**config.mk**
```make
export PLATFORM = sky130hd
export DESIGN_NAME = rtfd_queue
export DESIGN_NICKNAME = d
export VERILOG_FILES = /design/src/sv/rtfd_pkg.sv /design/src/sv/rtfd_queue.sv
export VERILOG_INCLUDE_DIRS = /design/src /design/src/sv
export SDC_FILE = /design/constraint.sdc
export NUM_CORES = 1
export LEC_CHECK = 0
export CAP_MARGIN = 15
export CORE_ASPECT_RATIO = 0.5
export CORE_UTILIZATION = 50
export DETAILED_ROUTE_END_ITERATION = 10
export DONT_BUFFER_PORTS = 1
export PLACE_DENSITY_LB_ADDON = 0.3
export SYNTH_ARGS = -nofsm -noshare
export SYNTH_HDL_FRONTEND = slang
export SYNTH_SLANG_ARGS = --single-unit
```
**constraint.sdc**
```tcl
create_clock -name clock -period 11.64 [get_ports clock]
set_input_delay 1.164 -clock clock [delete_from_list [all_inputs] [get_ports clock]]
set_output_delay 1.164 -clock clock [all_outputs]
set_load 0.01 [all_outputs]
```
**src/sv/assert_macros.svh**
```systemverilog
// Assertion macros shared by the decoder's RTL files.
// The checks compile away when SYNTHESIS is defined.
`ifndef ASSERT_MACROS_SVH
`define ASSERT_MACROS_SVH
`ifndef SYNTHESIS
`define RTFD_ASSERT(lbl, clk, rst, prop) \
   lbl: assert property (@(posedge clk) disable iff (rst) (prop)) \
      else $error("assertion failed");
`define RTFD_ASSERT_IMP(lbl, clk, rst, ante, cons) \
   lbl: assert property (@(posedge clk) disable iff (rst) (ante) |-> (cons)) \
      else $error("assertion failed");
`define RTFD_ASSERT_NEXT(lbl, clk, rst, ante, cons) \
   lbl: assert property (@(posedge clk) disable iff (rst) (ante) |=> (cons)) \
      else $error("assertion failed");
`else
`define RTFD_ASSERT(lbl, clk, rst, prop)
`define RTFD_ASSERT_IMP(lbl, clk, rst, ante, cons)
`define RTFD_ASSERT_NEXT(lbl, clk, rst, ante, cons)
`endif
`endif

```
**src/sv/rtfd_pkg.sv**
```systemverilog
// ----------------------------------------------------------------------------
// Radar target frame decoder package
// Frame layout constants, target record types and fixed-point constants.
// ----------------------------------------------------------------------------
package rtfd_pkg;

   localparam logic [7:0] HDR_BYTE0 = 8'hAA;
   localparam logic [7:0] HDR_BYTE1 = 8'hFF;
   localparam logic [7:0] HDR_BYTE2 = 8'h03;
   localparam logic [7:0] HDR_BYTE3 = 8'h00;
   localparam logic [7:0] TAIL_BYTE0 = 8'h55;
   localparam logic [7:0] TAIL_BYTE1 = 8'hCC;

   localparam int FRAME_BYTES = 26;
   localparam int DATA_BYTES = 24;
   localparam int NUM_TARGETS = 3;
   localparam int SERIES_TERMS = 20;

   // Angles are radians in Q30.
   localparam logic signed [35:0] Q30_HALF_PI = 36'sh0_6487_ED51;
   localparam logic signed [35:0] Q30_QUARTER_PI = 36'sh0_3243_F6A9;
   localparam logic signed [35:0] Q30_HALF_MINUS_QUARTER = 36'sh0_3243_F6A8;
   localparam logic signed [35:0] Q30_HALF_PLUS_PI = 36'sh1_2D97_C7F3;
   localparam logic [48:0] Q30_PI_U = 49'h0_C90F_DAA2;
   localparam logic [47:0] Q30_TWO_PI_U = 48'h1_921F_B544;
   localparam logic [15:0] CENTIDEG_SCALE = 16'd36000;
   localparam logic [63:0] RECIP_NUM = 64'h1_0000_0000;
   // floor(2^49 / 2pi in Q30), used to estimate the degree quotient.
   localparam logic [16:0] DEG_RECIP = 17'((64'd1 << 49) / 64'h1_921F_B544);

   typedef struct packed {
      logic [15:0] p_raw;
      logic [15:0] v_raw;
      logic [15:0] y_raw;
      logic [15:0] x_raw;
   } rtfd_target_type;

   typedef struct packed {
      rtfd_target_type [NUM_TARGETS-1:0] tgt;
   } rtfd_frame_type;

   // floor(2^32 / (2k+1)) for the atan series terms; term 0 needs no divide.
   function automatic logic [31:0] rtfd_recip(input logic [4:0] k);
      logic [63:0] m;
      case (k)
         5'd1: m = RECIP_NUM / 64'd3;
         5'd2: m = RECIP_NUM / 64'd5;
         5'd3: m = RECIP_NUM / 64'd7;
         5'd4: m = RECIP_NUM / 64'd9;
         5'd5: m = RECIP_NUM / 64'd11;
         5'd6: m = RECIP_NUM / 64'd13;
         5'd7: m = RECIP_NUM / 64'd15;
         5'd8: m = RECIP_NUM / 64'd17;
         5'd9: m = RECIP_NUM / 64'd19;
         5'd10: m = RECIP_NUM / 64'd21;
         5'd11: m = RECIP_NUM / 64'd23;
         5'd12: m = RECIP_NUM / 64'd25;
         5'd13: m = RECIP_NUM / 64'd27;
         5'd14: m = RECIP_NUM / 64'd29;
         5'd15: m = RECIP_NUM / 64'd31;
         5'd16: m = RECIP_NUM / 64'd33;
         5'd17: m = RECIP_NUM / 64'd35;
         5'd18: m = RECIP_NUM / 64'd37;
         5'd19: m = RECIP_NUM / 64'd39;
         default: m = 64'd0;
      endcase
      return m[31:0];
   endfunction

endpackage

```
**src/sv/rtfd_queue.sv**
```systemverilog
// ----------------------------------------------------------------------------
// Frame queue
// Two-entry queue of good frames between the hunter and the target unit.
// ----------------------------------------------------------------------------
`include "assert_macros.svh"

module rtfd_queue (
   input  logic clock,
   input  logic reset,
   input  logic push,
   input  rtfd_pkg::rtfd_frame_type push_frame,
   output logic full,
   output logic head_valid,
   output rtfd_pkg::rtfd_frame_type head_frame,
   input  logic pop
);

   rtfd_pkg::rtfd_frame_type data_ff [2];
   logic wr_ptr_ff;
   logic rd_ptr_ff;
   logic [1:0] count_ff;

   assign full = (count_ff == 2'd2);
   assign head_valid = (count_ff != 2'd0);
   assign head_frame = data_ff[rd_ptr_ff];

   always_ff @(posedge clock) begin
      if (push) begin
         data_ff[wr_ptr_ff] <= push_frame;
      end
   end

   always_ff @(posedge clock) begin
      if (reset) begin
         wr_ptr_ff <= 1'b0;
         rd_ptr_ff <= 1'b0;
         count_ff <= 2'd0;
      end else begin
         if (push) begin
            wr_ptr_ff <= !wr_ptr_ff;
         end
         if (pop) begin
            rd_ptr_ff <= !rd_ptr_ff;
         end
         if (push && !pop) begin
            count_ff <= count_ff + 2'd1;
         end else if (pop && !push) begin
            count_ff <= count_ff - 2'd1;
         end
      end
   end

   `RTFD_ASSERT(a_count_range, clock, reset, count_ff != 2'd3)
   `RTFD_ASSERT_IMP(a_no_push_full, clock, reset, push, !full)
   `RTFD_ASSERT_IMP(a_no_pop_empty, clock, reset, pop, head_valid)

endmodule

```
After elaboration in Yosys (flattened, before gate mapping)
Memories as Yosys holds them, arrays and structs flattened. A register that Yosys moved wholly into a read port is not among the register bits.
Index checks and enable logic that the tools add are counted.
Word-level totals
  bits in registers: 4
  bits in latches: 0
  memory bits (writable): 384
  memory bits (read-only): 0
  input port bits: 196
  output and inout bits: 194
  logic and storage cells: 21
  memories kept: 1
Memories
  data_ff: words 2, width 192, rd ports 1, clocked after memory_dff 1, wr ports 1, RTL line rtfd_queue.sv:18  | rtfd_pkg::rtfd_frame_type data_ff [2];
Operators by class
  add/subtract/negate cells: 2
  multiply operators: 0
  divide/modulo/power cells: 0
  order comparisons: 0
  eq/ne operators: 1
  shift-type cells: 0
  multiplexer cells: 6
  bitwise logic cells: 0
  reduce and logical (&&, ||, !) cells: 8
Operators by type and width (number)
  $logic_not 1->1: 4
  $mux 1: 4
  $mux 2: 2
  $reduce_bool 2->1: 2
  $add 2x1->2 const B: 1
  $eq 2x2->1 const B: 1
  $logic_and 1x1->1: 2
  $sub 2x1->2 const B: 1

Depth between registers and ports, before layout
  depth after elaboration: 4
  mapped depth: 5
  depth with buffers taken out: 5

Worst setup path after synthesis
Ideal clock, no wire load.
  kind: in2reg
  start: input port push
  end: memory data_ff[0][0] (netlist bit), enable pin
  arrival time: 9.446 ns
  data required time: 10.870 ns
  path slack: 1.424 ns
  stages: 1
  path buffers: 0
  cell sequence: nor2b_1
On the way
  longest elaborated chain between the ends: 2
RTL lines
  start, declared: RTL line rtfd_queue.sv:10  | input logic push,
  $mux 1: RTL line rtfd_queue.sv:28  | if (push) begin
  $mux 1 (not written as such): RTL line rtfd_queue.sv:29  | data_ff[wr_ptr_ff] <= push_frame;
  end, declared: RTL line rtfd_queue.sv:18
Every way passes these cells.

==> results_dict.tcl <==
set metrics [dict create \
    htree_levels 2 \
    violations "design-rule violations" \
    status "finished, violations left" \
    syn_avg_cell_area_um2 22.8 \
    cts_buffer_depth 3 \
    criticalPathCategory "reg2out" \
    fmax_ghz 0.244 \
    wl_mm 26.2 \
    die_w_um 240 \
    io_buffer_count 0 \
    hold_buffers 0 \
    drive_gt1_share_pct 37.7 \
    crit_buf_inv 2 \
    powerDensity_mw_per_mm2 192 \
    crit_chain "buf_4 -> buf_4 -> mux2_2" \
    ys_seq_area_share_pct 82.3 \
    num_vias 5730 \
    cts_buffers 35 \
    cp_data_required_time_ns 10.48 \
    post_cts_buffers 0 \
    finalSetupTns_ns 0 \
    area_growth_syn_to_layout_pct 10.0 \
    wire_per_inst_um 24.9 \
    maxSlewHeadroom_pct 44.1 \
    hpwlAfterDp_mm 17.5 \
    cp_max_fo 51 \
    hold_path.class "reg2reg" \
    syn_nets 816 \
    postSynthCellCount 619 \
    io_pins 390 \
    final-setup-viol-count 0 \
    synth_area_mm2 0.0141 \
    crit_path_frequent_cell "buf_4" \
    final_common_cell "edfxtp_1" \
    yosysWarnings 0 \
    ys_types 16 \
    start_kind "register" \
    r2r-start "wr_ptr_ff$_SDFFE_PP0P_" \
    fp.coreArea_mm2 0.0278 \
    fin_skew_ns 0.00938 \
    synth-seq-cells 389 \
    end_kind "output pin" \
    initial_core_util_pct 50.9 \
    drtIter0Drc 409 \
    root_buffer "clkbuf_16" \
    post-route-cell-area_mm2 0.0156 \
    die_h_um 121 \
    postPlaceCellArea_mm2 0.0145 \
    final_cell_mix "384 x edfxtp_1, 192 x mux2_2, 36 x clkbuf_16, 10 x buf_4, 8 x clkinv_1" \
    p_leak_nw 5.00 \
    fin_crit_sh_pct 35.2 \
    dieArea_mm2 0.0290 \
    overflow 0 \
    reg2reg_depth 3 \
    reg2reg_to "data_ff[1][102]$_DFFE_PP_" \
    ant_nets 0 \
    peakVddDrop_mv 0.147 \
    hold_viol 0 \
    slowest_stage "dfxtp_4" \
    hp-start "count_ff[1]$_SDFFE_PP0P_" \
    rsz0062_at_grt "false" \
    slowest_delay_ns 0.65 \
    rows 43 \
    nNetsFinal 842 \
    clkTransAtPathRegs_ns 0.06 \
    r2r_slack_ns 8.89 \
    critPathArrivalTime_ns 2.93 \
    diodes 0 \
    grt_pass1_wl_mm 36.3 \
    grt_antenna_before_repair 0 \
    vias_per_cell 5.46 \
    clk_latency_ns 0.52 \
    numClockSinks 389 \
    grt_pass1_vias 5887 \
    gp_congestion 0.814 \
    tritoncts "done" \
    worst_slew_pin_slew_ns 0.839 \
    worstHoldPathCells 2 \
    grt_start_max_net_pins 64 \
    period_needed_ns 4.09 \
    critical_path.top_delay_family "buffers and inverters" \
    hold_end "count_ff[1]$_SDFFE_PP0P_" \
    finalMaxSlewViolations 0 \
    firstDrtPassIters 7 \
    track_usage_pct 17.3 \
    drv_cap 0 \
    ctsResizeCount 0 \
    drcViolationCount 1 \
]
kinds of logic (layout without fill, tap and decap cells):
family	Yosys count	count (layout)	share of synthesized area [%]
adders and majority gates	1	1	0.0885
muxes	192	192	15.3
DFF	389	389	82.3
xor gates and xnor gates	4	4	0.248
AOI/OAI and AO/OA	2	2	0.0708
buffers and inverters	22	71	1.66
and+or+nand+nor	9	9	0.328
registers in the layout, summed over array words and instances, names as in the netlist, named ones only:
name / cells
data_ff: 384
count_ff: 2
rd_ptr_ff: 1
wr_ptr_ff: 1
final cells by class:
type	count	area (um^2)
multi-input combinational	208	2280
fill	2089	12200
timing repair buffer	10	75.1
inverter	1	3.75
tap	382	478
sequential	389	11600
clock buffer	42	923
clock inverter	18	160
worst max-delay path by stage:
stage,slack (ns),cells past startpoint,to,from
finish,7.55,3,head_frame[109],register
global route,7.33,3,head_frame[117],register
CTS,7.48,3,head_frame[109],register
detailed placement,8.05,3,head_frame[109],register
global placement,8.11,3,data_ff[1][98]$_DFFE_PP_,push
floorplan,1.42,1,data_ff[0][0]$_DFFE_PP_,push
through the flow:
stage	std cells	hold WS (ns)	setup slack [ns]	utilization [%]	total power, mW
final	1050	0.491	7.55	56.0	2.98
after global routing	1050	0.522	7.33	56.0	3.08
after CTS	1050	0.496	7.48	56.0	3.02
after detailed placement	990	0.487	8.05	52.1	1.92
after global placement	990	0.471	8.11	52.1	1.91
after floorplan	619	0.456	1.42	-	1.90
worst reg2reg max path, cell delays in order, from the launching register on:
cell and delay [ns]:
dfxtp_1 0.41, and2_4 0.57, buf_4 0.70, buf_4 0.66
power breakdown:
part,internal [mW],switching (mW)
registers,1.64,0.0238
clock network,0.615,0.485
logic,0.0827,0.140
total,2.33,0.649
metal layers:
layer  share of wire, %  up-vias  track usage, %
li1                   -     2514               -
met1                 35     2971            18.6
met2                 55      178            31.5
met3                6.2       67            5.37
met4                3.7        0            7.85
met5                  0        -               0
synthesized netlist by cell type:
library cell,count,area share [%]
nor2b_1,2,0.089
or3_1,1,0.044
ha_1,1,0.089
or2_2,1,0.044
buf_2,1,0.035
xor2_1,2,0.12
dfxtp_1,5,0.71
mux2_2,192,15
o21ai_0,1,0.035
and2_1,1,0.044
nor2_1,4,0.11
inv_1,1,0.027
xnor2_1,2,0.12
buf_6,20,1.6
edfxtp_1,384,82
a21oi_1,1,0.035
Power figures use the tool's default switching activity.
