[src/sv/assert_macros.svh]
// Assertion macros shared by the decoder's RTL files.
// The checks compile away when SYNTHESIS is defined.
`ifndef ASSERT_MACROS_SVH
`define ASSERT_MACROS_SVH
`ifndef SYNTHESIS
`define RTFD_ASSERT(lbl, clk, rst, prop) \
   lbl: assert property (@(posedge clk) disable iff (rst) (prop)) \
      else $error("assertion failed");
`define RTFD_ASSERT_IMP(lbl, clk, rst, ante, cons) \
   lbl: assert property (@(posedge clk) disable iff (rst) (ante) |-> (cons)) \
      else $error("assertion failed");
`define RTFD_ASSERT_NEXT(lbl, clk, rst, ante, cons) \
   lbl: assert property (@(posedge clk) disable iff (rst) (ante) |=> (cons)) \
      else $error("assertion failed");
`else
`define RTFD_ASSERT(lbl, clk, rst, prop)
`define RTFD_ASSERT_IMP(lbl, clk, rst, ante, cons)
`define RTFD_ASSERT_NEXT(lbl, clk, rst, ante, cons)
`endif
`endif

[src/sv/rtfd_pkg.sv]
// ----------------------------------------------------------------------------
// Radar target frame decoder package
// Frame layout constants, target record types and fixed-point constants.
// ----------------------------------------------------------------------------
package rtfd_pkg;

   localparam logic [7:0] HDR_BYTE0 = 8'hAA;
   localparam logic [7:0] HDR_BYTE1 = 8'hFF;
   localparam logic [7:0] HDR_BYTE2 = 8'h03;
   localparam logic [7:0] HDR_BYTE3 = 8'h00;
   localparam logic [7:0] TAIL_BYTE0 = 8'h55;
   localparam logic [7:0] TAIL_BYTE1 = 8'hCC;

   localparam int FRAME_BYTES = 26;
   localparam int DATA_BYTES = 24;
   localparam int NUM_TARGETS = 3;
   localparam int SERIES_TERMS = 20;

   // Angles are radians in Q30.
   localparam logic signed [35:0] Q30_HALF_PI = 36'sh0_6487_ED51;
   localparam logic signed [35:0] Q30_QUARTER_PI = 36'sh0_3243_F6A9;
   localparam logic signed [35:0] Q30_HALF_MINUS_QUARTER = 36'sh0_3243_F6A8;
   localparam logic signed [35:0] Q30_HALF_PLUS_PI = 36'sh1_2D97_C7F3;
   localparam logic [48:0] Q30_PI_U = 49'h0_C90F_DAA2;
   localparam logic [47:0] Q30_TWO_PI_U = 48'h1_921F_B544;
   localparam logic [15:0] CENTIDEG_SCALE = 16'd36000;
   localparam logic [63:0] RECIP_NUM = 64'h1_0000_0000;
   // floor(2^49 / 2pi in Q30), used to estimate the degree quotient.
   localparam logic [16:0] DEG_RECIP = 17'((64'd1 << 49) / 64'h1_921F_B544);

   typedef struct packed {
      logic [15:0] p_raw;
      logic [15:0] v_raw;
      logic [15:0] y_raw;
      logic [15:0] x_raw;
   } rtfd_target_type;

   typedef struct packed {
      rtfd_target_type [NUM_TARGETS-1:0] tgt;
   } rtfd_frame_type;

   // floor(2^32 / (2k+1)) for the atan series terms; term 0 needs no divide.
   function automatic logic [31:0] rtfd_recip(input logic [4:0] k);
      logic [63:0] m;
      case (k)
         5'd1: m = RECIP_NUM / 64'd3;
         5'd2: m = RECIP_NUM / 64'd5;
         5'd3: m = RECIP_NUM / 64'd7;
         5'd4: m = RECIP_NUM / 64'd9;
         5'd5: m = RECIP_NUM / 64'd11;
         5'd6: m = RECIP_NUM / 64'd13;
         5'd7: m = RECIP_NUM / 64'd15;
         5'd8: m = RECIP_NUM / 64'd17;
         5'd9: m = RECIP_NUM / 64'd19;
         5'd10: m = RECIP_NUM / 64'd21;
         5'd11: m = RECIP_NUM / 64'd23;
         5'd12: m = RECIP_NUM / 64'd25;
         5'd13: m = RECIP_NUM / 64'd27;
         5'd14: m = RECIP_NUM / 64'd29;
         5'd15: m = RECIP_NUM / 64'd31;
         5'd16: m = RECIP_NUM / 64'd33;
         5'd17: m = RECIP_NUM / 64'd35;
         5'd18: m = RECIP_NUM / 64'd37;
         5'd19: m = RECIP_NUM / 64'd39;
         default: m = 64'd0;
      endcase
      return m[31:0];
   endfunction

endpackage

[src/sv/rtfd_req_if.sv]
// ----------------------------------------------------------------------------
// Byte request channel
// Valid/ready stream that carries one received serial byte per transfer.
// ----------------------------------------------------------------------------
interface rtfd_req_if;
   logic valid;
   logic ready;
   logic [7:0] byte_in;

   modport source (output valid, output byte_in, input ready);
   modport sink (input valid, input byte_in, output ready);
endinterface

[src/sv/rtfd_front.sv]
// ----------------------------------------------------------------------------
// Frame hunter
// Finds the header, collects the payload and pushes good frames to the queue.
// ----------------------------------------------------------------------------
module rtfd_front (
   input  logic clock,
   input  logic reset,
   rtfd_req_if.sink req_chan,
   input  logic full,
   output logic push,
   output rtfd_pkg::rtfd_frame_type push_frame
);

   typedef enum logic [2:0] {PH_H0, PH_H1, PH_H2, PH_H3, PH_DATA} phase_type;

   phase_type phase_ff;
   logic [4:0] count_ff;
   logic [7:0] store_ff [rtfd_pkg::DATA_BYTES+1];
   logic accept;
   logic at_tail;

   assign at_tail = (phase_ff == PH_DATA) && (count_ff == 5'(rtfd_pkg::FRAME_BYTES - 1));
   // The last byte is only taken when a good frame would have room.
   assign req_chan.ready = !(at_tail && full);
   assign accept = req_chan.valid && req_chan.ready;
   assign push = accept && at_tail && (store_ff[rtfd_pkg::DATA_BYTES] == rtfd_pkg::TAIL_BYTE0)
                 && (req_chan.byte_in == rtfd_pkg::TAIL_BYTE1);

   always_comb begin
      for (int t = 0; t < rtfd_pkg::NUM_TARGETS; t++) begin
         push_frame.tgt[t].x_raw = {store_ff[8*t+1], store_ff[8*t]};
         push_frame.tgt[t].y_raw = {store_ff[8*t+3], store_ff[8*t+2]};
         push_frame.tgt[t].v_raw = {store_ff[8*t+5], store_ff[8*t+4]};
         push_frame.tgt[t].p_raw = {store_ff[8*t+7], store_ff[8*t+6]};
      end
   end

   always_ff @(posedge clock) begin
      if (accept && (phase_ff == PH_DATA) && !at_tail) begin
         store_ff[count_ff] <= req_chan.byte_in;
      end
   end

   always_ff @(posedge clock) begin
      if (reset) begin
         phase_ff <= PH_H0;
         count_ff <= 5'd0;
      end else if (accept) begin
         case (phase_ff)
            PH_H0: phase_ff <= (req_chan.byte_in == rtfd_pkg::HDR_BYTE0) ? PH_H1 : PH_H0;
            PH_H1: phase_ff <= (req_chan.byte_in == rtfd_pkg::HDR_BYTE1) ? PH_H2 : PH_H0;
            PH_H2: phase_ff <= (req_chan.byte_in == rtfd_pkg::HDR_BYTE2) ? PH_H3 : PH_H0;
            PH_H3: begin
               count_ff <= 5'd0;
               phase_ff <= (req_chan.byte_in == rtfd_pkg::HDR_BYTE3) ? PH_DATA : PH_H0;
            end
            PH_DATA: begin
               if (at_tail) begin
                  count_ff <= 5'd0;
                  phase_ff <= PH_H0;
               end else begin
                  count_ff <= count_ff + 5'd1;
               end
            end
            default: phase_ff <= PH_H0;
         endcase
      end
   end

endmodule

[src/flat_wrapper.sv]
// flat-port wrapper written by rule: the top's interface ports become plain ports
module rtfd_front_flat 
  (clock, reset, full, push, push_frame, req_chan_valid, req_chan_byte_in, req_chan_ready);
  rtfd_req_if req_chan_i ();
  input  logic clock;
  input  logic reset;
  input  logic full;
  output logic push;
  output rtfd_pkg::rtfd_frame_type push_frame;
  input wire logic [$bits(req_chan_i.valid)-1:0] req_chan_valid;
  input wire logic [$bits(req_chan_i.byte_in)-1:0] req_chan_byte_in;
  output wire logic [$bits(req_chan_i.ready)-1:0] req_chan_ready;
  assign req_chan_i.valid = req_chan_valid;
  assign req_chan_i.byte_in = req_chan_byte_in;
  assign req_chan_ready = req_chan_i.ready;
  rtfd_front u_core (.clock(clock), .reset(reset), .req_chan(req_chan_i), .full(full), .push(push), .push_frame(push_frame));
endmodule
[config.mk]
export PLATFORM = sky130hd
export DESIGN_NAME = rtfd_front_flat
export DESIGN_NICKNAME = d
export VERILOG_FILES = /design/src/sv/assert_macros.svh /design/src/sv/rtfd_pkg.sv /design/src/sv/rtfd_req_if.sv /design/src/sv/rtfd_front.sv /design/src/flat_wrapper.sv
export SDC_FILE = /design/constraint.sdc
export NUM_CORES = 1
export LEC_CHECK = 0
export BUFFER_PORTS_ARGS = -buffer_cell sky130_fd_sc_hd__buf_2
export CAP_MARGIN = 30
export CORE_MARGIN = 8
export CORE_UTILIZATION = 51
export DETAILED_ROUTE_END_ITERATION = 12
export PLACE_DENSITY = 0.75
export SYNTH_ARGS = -nofsm -noshare
export SYNTH_HDL_FRONTEND = slang
export SYNTH_SLANG_ARGS = --single-unit
[constraint.sdc]
create_clock -name clock -period 2.2 [get_ports clock]
set_clock_uncertainty 0.1 [all_clocks]
set_input_delay 0.11 -clock clock [delete_from_list [all_inputs] [get_ports clock]]
set_output_delay 0.11 -clock clock [all_outputs]
set_load 0.01 [all_outputs]
== Word-level counts from Yosys, hierarchy flattened ==
Memory sizes are Yosys's and may differ from the RTL's.
Cells that the tools add are included.

* Add/sub/neg operators: 1
* Eq/ne operators: 11
* Mux-type cells: 10
* Reduce and logical (&&, ||, !) cells: 15

{| class="wikitable"
|+ Operators with widths
! kind !! count
|-
| $eq A8 B8 Y1 const B || 3
|-
| $pmux W3 S5 || 1
|-
| $pmux W5 S2 || 1
|-
| $eq A8 B2 Y1 const B || 1
|-
| $eq A8 B7 Y1 const B || 1
|-
| $logic_and A1 B1 Y1 || 8
|-
| $logic_not A8 Y1 || 1
|-
| $eq A3 B2 Y1 const B || 2
|-
| $mux W3 || 2
|-
| $add A5 B1 Y5 const B || 1
|-
| $eq A5 B5 Y1 const B || 1
|-
| $mux W5 || 1
|-
| $mux W2 || 2
|-
| $reduce_and A2 Y1 || 2
|-
| $eq A3 B1 Y1 const B || 1
|-
| $eq A3 B3 Y1 const B || 1
|-
| $logic_not A3 Y1 || 1
|-
| $mux W1 || 3
|-
| $logic_not A1 Y1 || 2
|-
| $ne A2 B1 Y1 const B || 1
|-
| $reduce_bool A2 Y1 || 1
|}

* Register bits: 8
* RAM bits: 200
* Input bits: 12
* Output and inout bits: 194
* Word-level logic and storage cells: 40
* Memories: 1

{| class="wikitable"
|+ Memory list
! name !! depth !! bits a word !! read ports !! clocked after Yosys merged registers in !! wr ports !! line !! text
|-
| u_core.store_ff || 25 || 8 || 25 || 0 || 1 || rtfd_front.sv:18 || <nowiki>logic [7:0] store_ff [rtfd_pkg::DATA_BYTES+1];</nowiki>
|}

== Logic depth before layout (Yosys ltp) ==
* Word-level depth: 9
* Mapped depth: 7
* Mapped depth without buffers: 6

== Worst setup path after synthesis ==
No wires, ideal clock.

* Path kind: reg2reg
* Start point: register u_core.count_ff[1]
* End point: memory u_core.store_ff[0][0] (enable)
* Library setup time: 370 ps
* Data arrival time: 1589 ps
* Required time: 1730 ps
* Setup slack: 140 ps
* Stages on the path, launching flop included: 8
* Buffers on the path: 1
* Period minus slack after synthesis: 2060 ps
* Path through: dfxtp_1 -> inv_1 -> ha_1 -> nand4b_1 -> and2_1 -> buf_2 -> nand2_1 -> nor2_1

* Cells in the longest elaborated chain, start to end: 9
* Elaborated cells between the ends (all ways): 10
* Classes of those cells: 1 x eq/ne; 2 x mux; 7 x reduce/logical

{| class="wikitable"
|+ Ends and longest elaborated chain
! item !! line !! text
|-
| from (decl) || rtfd_front.sv:17 || <nowiki>logic [4:0] count_ff;</nowiki>
|-
| from (signal assigned) || rtfd_front.sv:62 || <nowiki>count_ff <= count_ff + 5'd1;</nowiki>
|-
| $eq A5 B5 Y1 || rtfd_front.sv:22 || <nowiki>assign at_tail = (phase_ff == PH_DATA) && (count_ff == 5'(rtfd_pkg::FRAME_BYTES - 1));</nowiki>
|-
| $logic_and A1 B1 Y1 || rtfd_front.sv:22 ||
|-
| $logic_and A1 B1 Y1 || rtfd_front.sv:24 || <nowiki>assign req_chan.ready = !(at_tail && full);</nowiki>
|-
| $logic_not A1 Y1 || rtfd_front.sv:24 ||
|-
| $logic_and A1 B1 Y1 || rtfd_front.sv:25 || <nowiki>assign accept = req_chan.valid && req_chan.ready;</nowiki>
|-
| $logic_and A1 B1 Y1 (2 in series) || rtfd_front.sv:39 || <nowiki>if (accept && (phase_ff == PH_DATA) && !at_tail) begin</nowiki>
|-
| $mux W1 || rtfd_front.sv:39 ||
|-
| $mux W1 (not written as such) || rtfd_front.sv:40 || <nowiki>store_ff[count_ff] <= req_chan.byte_in;</nowiki>
|-
| to (decl) || rtfd_front.sv:18 ||
|}

Several ways; a longest one is shown, not always the timed one.

== Worst setup path after layout ==
* Start point: register u_core.count_ff[1]
* End point: memory u_core.store_ff[8][5] (enable)

The elaborated chain is that of the path after synthesis.

==> qor.csv <==
metric,value,unit
status,finished clean,
top post-synthesis cells by area,"edfxtp_1, dfxtp_1, nor2_1, ha_1, nand2_1",
NetSw,1.44,mW
mean area per synthesized cell,21.5,sq um
Core Box Area,13100,sq um
Sink Count,208,
"Design Area, Final",9040,sq um
"EDFF count, synth",200,
width of the die,131,um
Nets,602,
"Cell Area, Synth",6800,sq um
"count leader, synth",edfxtp_1,
initial cell density of the core,51.8,%
Reg power frac,55.7,%
largest net degree at the start of global routing,19,
RSZ-0062 raised after global routing,true,
Post-synth ARST share,0,%
Skew-Pair Late Insertion Delay,0.48,ns
Worst Hold End,u_core.phase_ff[2],
Post-DP Area,8300,sq um
"FF+latch count, synth",208,
crit share post-route,98.8,%
htree depth,1,
Num CTS Buffers,20,
Pleak,3.37,nW
final hold viol count,0,
gate count after technology mapping,316,
placer congestion estimate,0.808,
mean number of vias per cell,5.13,
Switching Share,18.4,%
DR vias,3972,
PwrDens,863,nW/um^2
Peak VDD IR,0.000530,V
Peak Freq,0.460,GHz
DP HPWL,11600,um
clock tree buffer depth,3,
internal power,6.36,mW
DR WL/cell,21.9,um
Design Power,7.80,mW
DRC errors left,0,
CTS root buf,clkbuf_16,
"Reg clk slew, reported paths",0.06,ns
Worst EP arrival,2.25,ns
Setup-failing EPs final,0,
total track usage,19.0,%
IO buf count,205,
Unique masters post-synth,41,
P&R area growth vs syn,32.9,%
Post-CTS Setup Inserts,0,
antenna diode instance count,0,
I/O pin total,206,
DIE HEIGHT,131,um
slew margin rel.,72.1,%
CTS tree,yes,
initial antenna violation count,0,
Slew @ Worst Pin,0.417,ns
Mapped Nets,332,
Hold Startpoint,req_chan_valid,
largest fanout on the critical path,8,
Most used DFF post-synth,edfxtp_1,
Total Wirelength,16900,um
R2R Path Start,u_core.count_ff[1],
max-slew violations,0,
number of cells on the worst hold path,3,
crit path kind,flop to flop,
post-synth top area share,88.3,%
R2R depth,7,
r2r setup slk,0.03,ns
number of global-route vias before repair,4256,
Row Count,42,
Synth Warn #,0,
share of cells above drive strength 1,45.5,%
Hold Path Class,input pin to flop,
gr ovfl total,0,
Startpoint Class,flop,
first-pass GRT wire length,25600,um
DR pass1 iterations,4,
Final min period,2.17,ns
CP endpoint kind,flop,
clock share of power,42.2,%
Antenna Violating Nets Remaining,0,
drt initial violations,380,
Synth area leader,edfxtp_1,
Comb pwr share,2.1,%
max_cap viols,0,
total negative slack,0,ns
"top cells by count, synth","edfxtp_1, nor2_1, nand2_1",
Die ar.,17300,sq um
RR Endpoint,u_core.store_ff[8][5],
CP Data Required Time,2.28,ns
sequential area share after synthesis,90.6,%
-- cell usage in the layout, fill, tap and decap left out, types with 2 or more instances in the layout --
cell type,count
buf_2,205
edfxtp_1,200
buf_4,38
nor2_1,34
clkbuf_16,21
nand2_1,11
dlygate4sd3_1,11
dfxtp_1,8
nand4_1,5
clkbuf_1,5
inv_1,4
nand4b_1,4
ha_1,4
nand3b_1,3
or3_1,3
nor3_1,3
nand3_1,3
clkinv_1,3
o31ai_1,2
a21oi_1,2
o211ai_1,2
clkinv_2,2
bufinv_16,2
-- repair_timing --
action | 4_1_cts | 5_1_grt
resized for setup | 0 | 0
hold buffers | 11 | 0
endpoints found under the hold margin | 88 | 0
setup endpoints to repair | 0 | 152
-- area by class of cell --
class	instances	area, sq um
clock buffers	26	544
flip-flops and latches	208	6170
repair buffers	254	1420
fillers	904	4100
clock inverters	8	88.8
multi-input cells	98	583
inverters	4	15.0
well taps	176	220
-- worst max-delay path, cell delays in order (launching register included) --
cell and delay, ns:
dfxtp_1 0.40, inv_1 0.11, ha_1 0.22, nand4b_1 0.12, and2_1 0.25, nand2_1 0.31
nor2_1 0.19, buf_4 0.18
-- logic make-up (layout without fill, tap and decap cells) --
logic type                 Yosys count  count (layout)  share of synthesized area, %
AOI/OAI and AO/OA                   16              16                          1.80
adders and majority gates            4               4                         0.736
buffers and inverters               10             292                         0.791
DFF                                208             208                          90.6
and+or+nand+nor                     78              78                          6.03
-- per-stage QoR --
stage,std cells,hold WS (ns),utilization [%],setup WS [ns]
3_5_place_dp,729,0.275,63.1,0.0480
4_1_cts,774,0.331,68.8,0.0326
3_3_place_gp,729,0.273,63.1,0.161
2_1_floorplan,316,0.109,-,0.140
6_report,774,0.350,68.8,0.0254
5_1_grt,774,0.389,68.8,-0.101
-- power groups by stage --
stage / clock network [mW] / logic, mW / registers, mW
after floorplan: 0 / 0.0294 / 4.43
after global placement: 0 / 0.145 / 4.43
after detailed placement: 0 / 0.149 / 4.43
after CTS: 3.33 / 0.166 / 4.35
after global routing: 3.51 / 0.178 / 4.34
final: 3.29 / 0.164 / 4.35
-- how the worst max path moves through the flow --
stage,from,end,cells past startpoint
floorplan,u_core.count_ff[1],u_core.store_ff[0][0],7
global placement,u_core.count_ff[1],u_core.store_ff[20][2],7
detailed placement,u_core.count_ff[1],u_core.store_ff[8][4],7
CTS,u_core.count_ff[1],u_core.store_ff[8][5],7
global route,u_core.count_ff[1],u_core.store_ff[12][3],7
finish,u_core.count_ff[1],u_core.store_ff[8][5],7
-- metal layers --
| metal | vias to the layer above | wire length, um | track usage (%) |
|---|---|---|---|
| met2 | 192 | 8460 | 32.3 |
| met4 | 0 | 285 | 4.47 |
| li1 | 1779 | - | - |
| met3 | 23 | 1400 | 5.18 |
| met5 | - | 0 | 0 |
| met1 | 1978 | 6770 | 23.7 |
-- flip-flops by register name (all words and copies together) (netlist names) --
register	cells
u_core.count_ff	5
u_core.store_ff	200
u_core.phase_ff	3
Note: power is estimated with default switching activity, not from simulation.
